[src/hdl/url_form_pair_splitter_macros.svh]
// ----------------------------------------------------------------------------
// url_form_pair_splitter_macros
// assertion shorthands shared by the form splitter rtl
// ----------------------------------------------------------------------------
`ifndef URL_FORM_PAIR_SPLITTER_MACROS_SVH
`define URL_FORM_PAIR_SPLITTER_MACROS_SVH

// same-cycle implication, clocked on clk, off during reset
`define UFPS_ASSERT_SAME(lbl, ante, cons, msg) \
    lbl: assert property (@(posedge clk) disable iff (!rst_n) (ante) |-> (cons)) \
        else $error(msg);

// next-cycle implication, clocked on clk, off during reset
`define UFPS_ASSERT_NEXT(lbl, ante, cons, msg) \
    lbl: assert property (@(posedge clk) disable iff (!rst_n) (ante) |=> (cons)) \
        else $error(msg);

`endif

[src/hdl/ufps_pkg.sv]
// ----------------------------------------------------------------------------
// ufps_pkg
// types, character codes and helpers for the form pair splitter
// ----------------------------------------------------------------------------
`default_nettype none

package ufps_pkg;

    localparam int CNT_W         = 12;
    localparam int MAX_FIELD_LEN = 4095;
    localparam logic [CNT_W-1:0] CNT_CAP =
        CNT_W'((MAX_FIELD_LEN < 4095) ? MAX_FIELD_LEN : 4095);

    // item kinds
    localparam logic KIND_BYTE = 1'b0;
    localparam logic KIND_END  = 1'b1;

    // escape progress
    localparam logic [1:0] ESC_NONE = 2'd0;
    localparam logic [1:0] ESC_HIGH = 2'd1;
    localparam logic [1:0] ESC_LOW  = 2'd2;

    // characters with a meaning in the body
    localparam logic [7:0] CHAR_AMP   = 8'h26;
    localparam logic [7:0] CHAR_EQ    = 8'h3D;
    localparam logic [7:0] CHAR_PCT   = 8'h25;
    localparam logic [7:0] CHAR_PLUS  = 8'h2B;
    localparam logic [7:0] CHAR_SPACE = 8'h20;

    typedef struct packed {
        logic       kind;
        logic [7:0] data_byte;
    } in_item_t;

    typedef struct packed {
        logic             byte_valid;
        logic [7:0]       decoded_byte;
        logic             in_value;
        logic             pair_end;
        logic             pair_kept;
        logic [CNT_W-1:0] name_length;
        logic [CNT_W-1:0] value_length;
        logic             body_done;
        logic             parse_error;
    } out_item_t;

    typedef struct packed {
        logic             value_phase;
        logic [1:0]       escape_phase;
        logic [3:0]       high_nibble;
        logic [CNT_W-1:0] name_count;
        logic [CNT_W-1:0] value_count;
        logic             error_seen;
        logic             any_byte_seen;
    } parse_state_t;

    // {digit ok, nibble}
    function automatic logic [4:0] hex_decode(input logic [7:0] c);
        logic [4:0] r;
        r = '0;
        if (c >= 8'h30 && c <= 8'h39)
        begin
            r = {1'b1, 4'(c - 8'h30)};
        end
        else if (c >= 8'h41 && c <= 8'h46)
        begin
            r = {1'b1, 4'(c - 8'h37)};
        end
        else if (c >= 8'h61 && c <= 8'h66)
        begin
            r = {1'b1, 4'(c - 8'h57)};
        end
        return r;
    endfunction

endpackage

`default_nettype wire

[src/hdl/ufps_ifs.sv]
// ----------------------------------------------------------------------------
// ufps_ifs
// valid/ready channels for body items in and decoded items out
// ----------------------------------------------------------------------------
`default_nettype none

interface ufps_in_if;
    logic       valid;
    logic       ready;
    logic       kind;
    logic [7:0] data_byte;

    modport source (output valid, output kind, output data_byte, input ready);
    modport sink   (input valid, input kind, input data_byte, output ready);
endinterface

interface ufps_out_if;
    logic        valid;
    logic        ready;
    logic        byte_valid;
    logic [7:0]  decoded_byte;
    logic        in_value;
    logic        pair_end;
    logic        pair_kept;
    logic [11:0] name_length;
    logic [11:0] value_length;
    logic        body_done;
    logic        parse_error;

    modport source (
        output valid, output byte_valid, output decoded_byte, output in_value,
        output pair_end, output pair_kept, output name_length,
        output value_length, output body_done, output parse_error,
        input ready
    );
    modport sink (
        input valid, input byte_valid, input decoded_byte, input in_value,
        input pair_end, input pair_kept, input name_length,
        input value_length, input body_done, input parse_error,
        output ready
    );
endinterface

`default_nettype wire

[src/hdl/ufps_decoder.sv]
// ----------------------------------------------------------------------------
// ufps_decoder
// one-item decode step: parse state and item in, next state and result out
// ----------------------------------------------------------------------------
`default_nettype none

module ufps_decoder
    import ufps_pkg::*;
(
    input  parse_state_t state,
    input  in_item_t     item,
    output parse_state_t state_next,
    output out_item_t    result
);

    logic [4:0]       hex;
    logic             pair_open;
    logic             cnt_inc;
    logic [7:0]       plain_byte;

    assign hex        = hex_decode(item.data_byte);
    assign plain_byte = (item.data_byte == CHAR_PLUS) ? CHAR_SPACE : item.data_byte;
    assign pair_open  = (state.name_count != '0) || (state.value_count != '0) ||
                        state.value_phase || (state.escape_phase != ESC_NONE);

    always_comb
    begin
        state_next = state;
        result     = '0;
        cnt_inc    = 1'b0;

        if (item.kind == KIND_END)
        begin
            result.body_done   = 1'b1;
            result.parse_error = state.error_seen | ~state.any_byte_seen |
                                 (state.escape_phase != ESC_NONE);
            if (state.any_byte_seen && pair_open)
            begin
                result.pair_end     = 1'b1;
                result.pair_kept    = (state.name_count != '0);
                result.name_length  = state.name_count;
                result.value_length = state.value_count;
            end
            state_next = '0;
        end
        else
        begin
            state_next.any_byte_seen = 1'b1;
            unique case (state.escape_phase)
                ESC_HIGH:
                begin
                    if (!hex[4])
                    begin
                        state_next.error_seen   = 1'b1;
                        state_next.escape_phase = ESC_NONE;
                    end
                    else
                    begin
                        state_next.high_nibble  = hex[3:0];
                        state_next.escape_phase = ESC_LOW;
                    end
                end
                ESC_LOW:
                begin
                    state_next.escape_phase = ESC_NONE;
                    if (!hex[4])
                    begin
                        state_next.error_seen = 1'b1;
                    end
                    else
                    begin
                        result.byte_valid   = 1'b1;
                        result.decoded_byte = {state.high_nibble, hex[3:0]};
                        result.in_value     = state.value_phase;
                        cnt_inc             = 1'b1;
                    end
                end
                default:
                begin
                    priority if (item.data_byte == CHAR_AMP)
                    begin
                        result.pair_end        = 1'b1;
                        result.pair_kept       = (state.name_count != '0);
                        result.name_length     = state.name_count;
                        result.value_length    = state.value_count;
                        state_next.name_count  = '0;
                        state_next.value_count = '0;
                        state_next.value_phase = 1'b0;
                    end
                    else if (item.data_byte == CHAR_EQ && !state.value_phase)
                    begin
                        state_next.value_phase = 1'b1;
                    end
                    else if (item.data_byte == CHAR_PCT)
                    begin
                        state_next.escape_phase = ESC_HIGH;
                    end
                    else
                    begin
                        result.byte_valid   = 1'b1;
                        result.decoded_byte = plain_byte;
                        result.in_value     = state.value_phase;
                        cnt_inc             = 1'b1;
                    end
                end
            endcase

            // saturating length count of the current field
            if (cnt_inc)
            begin
                if (state.value_phase)
                begin
                    if (state.value_count < CNT_CAP)
                    begin
                        state_next.value_count = state.value_count + 1'b1;
                    end
                end
                else if (state.name_count < CNT_CAP)
                begin
                    state_next.name_count = state.name_count + 1'b1;
                end
            end
            result.parse_error = state_next.error_seen;
        end
    end

endmodule

`default_nettype wire

[src/hdl/url_form_pair_splitter.sv]
// ----------------------------------------------------------------------------
// url_form_pair_splitter
// urlencoded form body decoder: splits name/value pairs, decodes '+' and %XX
//
//   channel   role   payload
//   in_ch     sink   kind, data_byte (one body byte or end of body)
//   out_ch    source decoded byte, pair close with lengths, body done, error
//
// one item accepted per cycle while out_ch takes results; each item gives exactly one result item
// an item passes through the input register, then is decoded into the result register
// parse state updates as an item moves from input register to result register
// stalls on out_ch back up through both registers; ready only drops when both full
// reset clears valid flags and parse state; no clearing pass needed
// ----------------------------------------------------------------------------
`default_nettype none

`include "url_form_pair_splitter_macros.svh"

module url_form_pair_splitter
    import ufps_pkg::*;
(
    input  wire logic  clk,
    input  wire logic  rst_n,
    ufps_in_if.sink    in_ch,
    ufps_out_if.source out_ch
);

    // input register
    logic         s1_valid_reg;
    logic         s1_valid_next;
    in_item_t     s1_item_reg;

    // result register
    logic         out_valid_reg;
    logic         out_valid_next;
    out_item_t    out_item_reg;

    // parse state of the current body
    parse_state_t state_reg;
    parse_state_t state_next;
    out_item_t    result;

    logic         in_fire;
    logic         advance;

    // decode step moves an item on whenever the result slot is free or draining
    assign advance     = s1_valid_reg && (!out_valid_reg || out_ch.ready);
    assign in_ch.ready = !s1_valid_reg || advance;
    assign in_fire     = in_ch.valid && in_ch.ready;

    ufps_decoder u_decoder (
        .state      (state_reg),
        .item       (s1_item_reg),
        .state_next (state_next),
        .result     (result)
    );

    always_comb
    begin
        s1_valid_next = s1_valid_reg;
        if (in_fire)
        begin
            s1_valid_next = 1'b1;
        end
        else if (advance)
        begin
            s1_valid_next = 1'b0;
        end

        out_valid_next = out_valid_reg;
        if (advance)
        begin
            out_valid_next = 1'b1;
        end
        else if (out_ch.ready)
        begin
            out_valid_next = 1'b0;
        end
    end

    // control state
    always_ff @(posedge clk or negedge rst_n)
    begin
        if (!rst_n)
        begin
            s1_valid_reg  <= 1'b0;
            out_valid_reg <= 1'b0;
            state_reg     <= '0;
        end
        else
        begin
            s1_valid_reg  <= s1_valid_next;
            out_valid_reg <= out_valid_next;
            if (advance)
            begin
                state_reg <= state_next;
            end
        end
    end

    // payload, no reset
    always_ff @(posedge clk)
    begin
        if (in_fire)
        begin
            s1_item_reg.kind      <= in_ch.kind;
            s1_item_reg.data_byte <= in_ch.data_byte;
        end
        if (advance)
        begin
            out_item_reg <= result;
        end
    end

    assign out_ch.valid        = out_valid_reg;
    assign out_ch.byte_valid   = out_item_reg.byte_valid;
    assign out_ch.decoded_byte = out_item_reg.decoded_byte;
    assign out_ch.in_value     = out_item_reg.in_value;
    assign out_ch.pair_end     = out_item_reg.pair_end;
    assign out_ch.pair_kept    = out_item_reg.pair_kept;
    assign out_ch.name_length  = out_item_reg.name_length;
    assign out_ch.value_length = out_item_reg.value_length;
    assign out_ch.body_done    = out_item_reg.body_done;
    assign out_ch.parse_error  = out_item_reg.parse_error;

    // a decoded byte never comes with a pair close or end of body
    `UFPS_ASSERT_SAME(a_byte_alone, out_valid_reg && out_item_reg.byte_valid,
        !out_item_reg.pair_end && !out_item_reg.body_done, "byte with pair close")
    // a kept pair has a nonempty name
    `UFPS_ASSERT_SAME(a_kept_named, out_valid_reg && out_item_reg.pair_kept,
        out_item_reg.pair_end && (out_item_reg.name_length != '0), "kept pair unnamed")
    // end of body leaves the parser in its reset state
    `UFPS_ASSERT_NEXT(a_body_clear, advance && (s1_item_reg.kind == KIND_END),
        state_reg == '0, "state not cleared after end of body")
    // the result register only loads when its slot is free or being taken
    `UFPS_ASSERT_SAME(a_no_overwrite, advance && out_valid_reg,
        out_ch.ready, "result overwritten while stalled")

endmodule

`default_nettype wire

[src/flat_wrapper.sv]
// flat-port wrapper written by rule: the top's interface ports become plain ports
module url_form_pair_splitter_flat import ufps_pkg::*;
  (clk, rst_n, in_ch_valid, in_ch_kind, in_ch_data_byte, in_ch_ready, out_ch_valid, out_ch_byte_valid, out_ch_decoded_byte, out_ch_in_value, out_ch_pair_end, out_ch_pair_kept, out_ch_name_length, out_ch_value_length, out_ch_body_done, out_ch_parse_error, out_ch_ready);
  ufps_in_if in_ch_i ();
  ufps_out_if out_ch_i ();
  input  wire logic clk;
  input  wire logic rst_n;
  input wire logic [$bits(in_ch_i.valid)-1:0] in_ch_valid;
  input wire logic [$bits(in_ch_i.kind)-1:0] in_ch_kind;
  input wire logic [$bits(in_ch_i.data_byte)-1:0] in_ch_data_byte;
  output wire logic [$bits(in_ch_i.ready)-1:0] in_ch_ready;
  output wire logic [$bits(out_ch_i.valid)-1:0] out_ch_valid;
  output wire logic [$bits(out_ch_i.byte_valid)-1:0] out_ch_byte_valid;
  output wire logic [$bits(out_ch_i.decoded_byte)-1:0] out_ch_decoded_byte;
  output wire logic [$bits(out_ch_i.in_value)-1:0] out_ch_in_value;
  output wire logic [$bits(out_ch_i.pair_end)-1:0] out_ch_pair_end;
  output wire logic [$bits(out_ch_i.pair_kept)-1:0] out_ch_pair_kept;
  output wire logic [$bits(out_ch_i.name_length)-1:0] out_ch_name_length;
  output wire logic [$bits(out_ch_i.value_length)-1:0] out_ch_value_length;
  output wire logic [$bits(out_ch_i.body_done)-1:0] out_ch_body_done;
  output wire logic [$bits(out_ch_i.parse_error)-1:0] out_ch_parse_error;
  input wire logic [$bits(out_ch_i.ready)-1:0] out_ch_ready;
  assign in_ch_i.valid = in_ch_valid;
  assign in_ch_i.kind = in_ch_kind;
  assign in_ch_i.data_byte = in_ch_data_byte;
  assign in_ch_ready = in_ch_i.ready;
  assign out_ch_valid = out_ch_i.valid;
  assign out_ch_byte_valid = out_ch_i.byte_valid;
  assign out_ch_decoded_byte = out_ch_i.decoded_byte;
  assign out_ch_in_value = out_ch_i.in_value;
  assign out_ch_pair_end = out_ch_i.pair_end;
  assign out_ch_pair_kept = out_ch_i.pair_kept;
  assign out_ch_name_length = out_ch_i.name_length;
  assign out_ch_value_length = out_ch_i.value_length;
  assign out_ch_body_done = out_ch_i.body_done;
  assign out_ch_parse_error = out_ch_i.parse_error;
  assign out_ch_i.ready = out_ch_ready;
  url_form_pair_splitter u_core (.clk(clk), .rst_n(rst_n), .in_ch(in_ch_i), .out_ch(out_ch_i));
endmodule
[config.mk]
export PLATFORM = sky130hd
export DESIGN_NAME = url_form_pair_splitter_flat
export DESIGN_NICKNAME = d
export VERILOG_FILES = /design/src/hdl/ufps_pkg.sv /design/src/hdl/ufps_ifs.sv /design/src/hdl/ufps_decoder.sv /design/src/hdl/url_form_pair_splitter.sv /design/src/flat_wrapper.sv
export VERILOG_INCLUDE_DIRS = /design/src /design/src/hdl
export SDC_FILE = /design/constraint.sdc
export NUM_CORES = 1
export LEC_CHECK = 0
export ABC_AREA = 1
export BUFFER_PORTS_ARGS = -buffer_cell sky130_fd_sc_hd__buf_2
export CAP_MARGIN = 10
export CELL_PAD_IN_SITES_DETAIL_PLACEMENT = 2
export CELL_PAD_IN_SITES_GLOBAL_PLACEMENT = 2
export CORE_ASPECT_RATIO = 1.25
export CORE_UTILIZATION = 37
export DETAILED_ROUTE_END_ITERATION = 7
export GPL_TIMING_DRIVEN = 0
export PLACE_DENSITY_LB_ADDON = 0.1
export SLEW_MARGIN = 40
export SYNTH_ARGS = -nofsm -noshare
export SYNTH_HDL_FRONTEND = slang
export SYNTH_HIERARCHICAL = 1
export SYNTH_SLANG_ARGS = --single-unit
[constraint.sdc]
create_clock -name clk -period 3 [get_ports clk]
set_input_delay 0 -clock clk [delete_from_list [all_inputs] [get_ports clk]]
set_output_delay 0 -clock clk [all_outputs]
set_load 0.01 [all_outputs]
==> results.toml <==
[logic_synthesis]
synthCells = 802
ys_ff_latch = 82
ys_types = 44
synth_area_leaders = "edfxtp_1 25%, nand2_1 20%, dfrtp_1 15%, nand4_1 6.6%, nand3_1 5.9%"
synth_nets = 826
yosysTopAreaCellShare_pct = 24.5
synthArstFlopShare_pct = 42.7
yosysSeqAreaShare_pct = 39.8
synth-warning-count = 6
ys_top_cells_by_count = "308 x nand2_1, 68 x nand3_1, 64 x nor2_1, 61 x nand4_1, 51 x inv_1"
yosys.area.top_type = "edfxtp_1"
avgSynthCellArea_um2 = 7.17
synth_ff_type = "edfxtp_1"
syn_area_um2 = 5750
synth_most_common_cell = "nand2_1"
synth_edf_count = 47

[place]
place_hpwl_mm = 16.1
port_buffers = 52
dpl_cell_area_um2 = 6300
dp_cells = 1063
place_congestion = 0.851

[floorplan]
start_util_pct = 38.1
coreArea_um2 = 15100
die_y_um = 141
rows = 50
dieArea_um2 = 16100
ios = 53
die_w_um = 114

[worst_setup_path]
cp_max_fo = 10
crit_path_end_kind = "register"
required_ns = 3.24
cp.arrival_ns = 2.97
crit_start = "u_core/state_reg[31]$_DFFE_PN0P_"
timing.rr.start = "u_core/state_reg[31]$_DFFE_PN0P_"
crit_path_start_kind = "register"
crit_type = "reg -> reg"

[worst_hold_path]
hold_path.class = "in -> reg"
hp-start = "out_ch_ready"

[power_and_ir_drop]
power.total_mw = 3.51
p_leak_nw = 3.29
ir_drop_uv = 295
powerDensity_nw_per_um2 = 522

[sta]
fin_skew_ns = 0.0115
clock.fmax_mhz = 366
rsz0062_at_grt = "no"
setup_tns_ns = 0
finalMaxSlewViolations = 0
period_minus_slack_ns = 2.73
hold_violations = 0
worstMarginPinSlew_ns = 0.722
fin_crit_sh_pct = 91.2
max-slew-margin-rel_pct = 51.8
setup_viol = 0

[clock_tree]
cts_tree = "done"
clk_pin_slew_worst_paths_ns = 0.07
clk_path_buf_depth = 2
cts_buffers = 9
cts_setup_buffers = 0
ctsResizeCount = 0
h-tree-depth = 3
clk_latency_ns = 0.35
ctsHoldBuffers = 12
cts-root-buf = "clkbuf_16"
clock-sinks = 82

[route]
routed_wl_mm = 22.1
antenna_left = 0
drtPass1Iterations = 5
vias = 5921
wl_per_cell_um = 20.2
vias_per_cell = 5.43
drc_errors = 0
first_iter_violations = 317

[grt]
antenna_found_initial = 0
first_global_vias = 6564
gr-total-overflow = 0
grt_util_all_layers_pct = 29.0
grt_start_max_net_pins = 36
grt_pass1_wl_mm = 35.2

[finish]
diodes = 0
n_fill_cell = 1819
fin_nets = 902
instances_no_fill = 1091
stdcell_area_um2 = 6720
fin_util_pct = 44.6
largest_reg_flops = 33
area_growth_pct = 16.8
post_route_cells_drive_above_1_share_pct = 15.9

[outcome]
status = "finished clean"

[run]
cap_violations = 0
-- area by class of cell --
cell class,instances,area (um^2),share of cell area [%]
Sequential cell,82,2290,34.0
Inverter,59,224,3.33
Timing Repair Buffer,65,410,6.11
Buffer,53,305,4.54
Tap cell,208,260,3.87
Multi-Input combinational cell,608,2940,43.7
Clock buffer,10,229,3.41
Clock inverter,6,66.3,0.987
-- metrics by stage --
stage,hold WS (ns),setup WS (ns)
after floorplan,-0.296,1.05
after global placement,0.176,0.495
after detailed placement,0.0262,0.439
after CTS,0.0848,0.352
after global routing,0.124,0.163
final,0.106,0.265
-- final timing paths --
path / endpoint / slack (ns) / depth (start not counted)
worst max-delay path: u_core/state_reg[10]$_DFFE_PN0P_ / 0.27 / 15
worst min-delay path: u_core/state_reg[22]$_DFFE_PN0P_ / 0.11 / 5
worst max register to register: u_core/state_reg[10]$_DFFE_PN0P_ / 0.27 / 15
worst min register to register: u_core/state_reg[9]$_DFFE_PN0P_ / 0.47 / 2
max in group asynchronous: u_core/state_reg[10]$_DFFE_PN0P_ / 2.42 / 2
min in group asynchronous: u_core/state_reg[5]$_DFFE_PN0P_ / 0.17 / 2
-- routing by layer --
metal,part of all wire [%],global-route usage [%]
met1,42,33.7
met2,53,53.1
met3,2.5,3.67
met4,2.8,12.1
met5,0,0
-- logic make-up (layout without fill, tap and decap cells) --
kind of cell               Yosys count  count (layout)  synth area share [%]
DFF                                 82              82                  39.8
buffers and inverters              112             193                  9.20
AOI/OAI and AO/OA                   42              42                  4.22
xor gates and xnor gates             9               9                  1.37
and+or+nand+nor                    546             546                  43.1
adders and majority gates           11              11                  2.39
-- placed cells by master (no fill, tap or decap), types with 7 or more instances in the layout --
cell type and count:
inv_2 7, dlygate4sd3_1 12, nand3_1 68, nor2_1 64
xor2_1 7, o21ai_0 25, nand4_1 61, buf_2 65
clkbuf_1 20, inv_1 50, nand2_1 308, clkbuf_16 9
ha_1 11, edfxtp_1 47, dfrtp_1 35, nor3_1 8
nand2_2 18
-- where the power goes --
group	total [mW]	switching, mW	internal (mW)
clock	1.14	0.497	0.648
combinational	0.953	0.665	0.288
sequential	1.41	0.0830	1.33
-- worst max-delay path: stages, from the launching register on --
cell	delay [ns]
dfrtp_1	0.41
inv_1	0.09
ha_1	0.49
inv_2	0.27
nand3_2	0.32
buf_6	0.27
nand2_1	0.10
nand2_1	0.07
nand2_1	0.06
nand2_1	0.05
nand2_1	0.12
nand2_1	0.09
nand2_1	0.07
nor2_1	0.04
nand3_1	0.11
nand2_1	0.05
(Power assumes the default switching activity.)
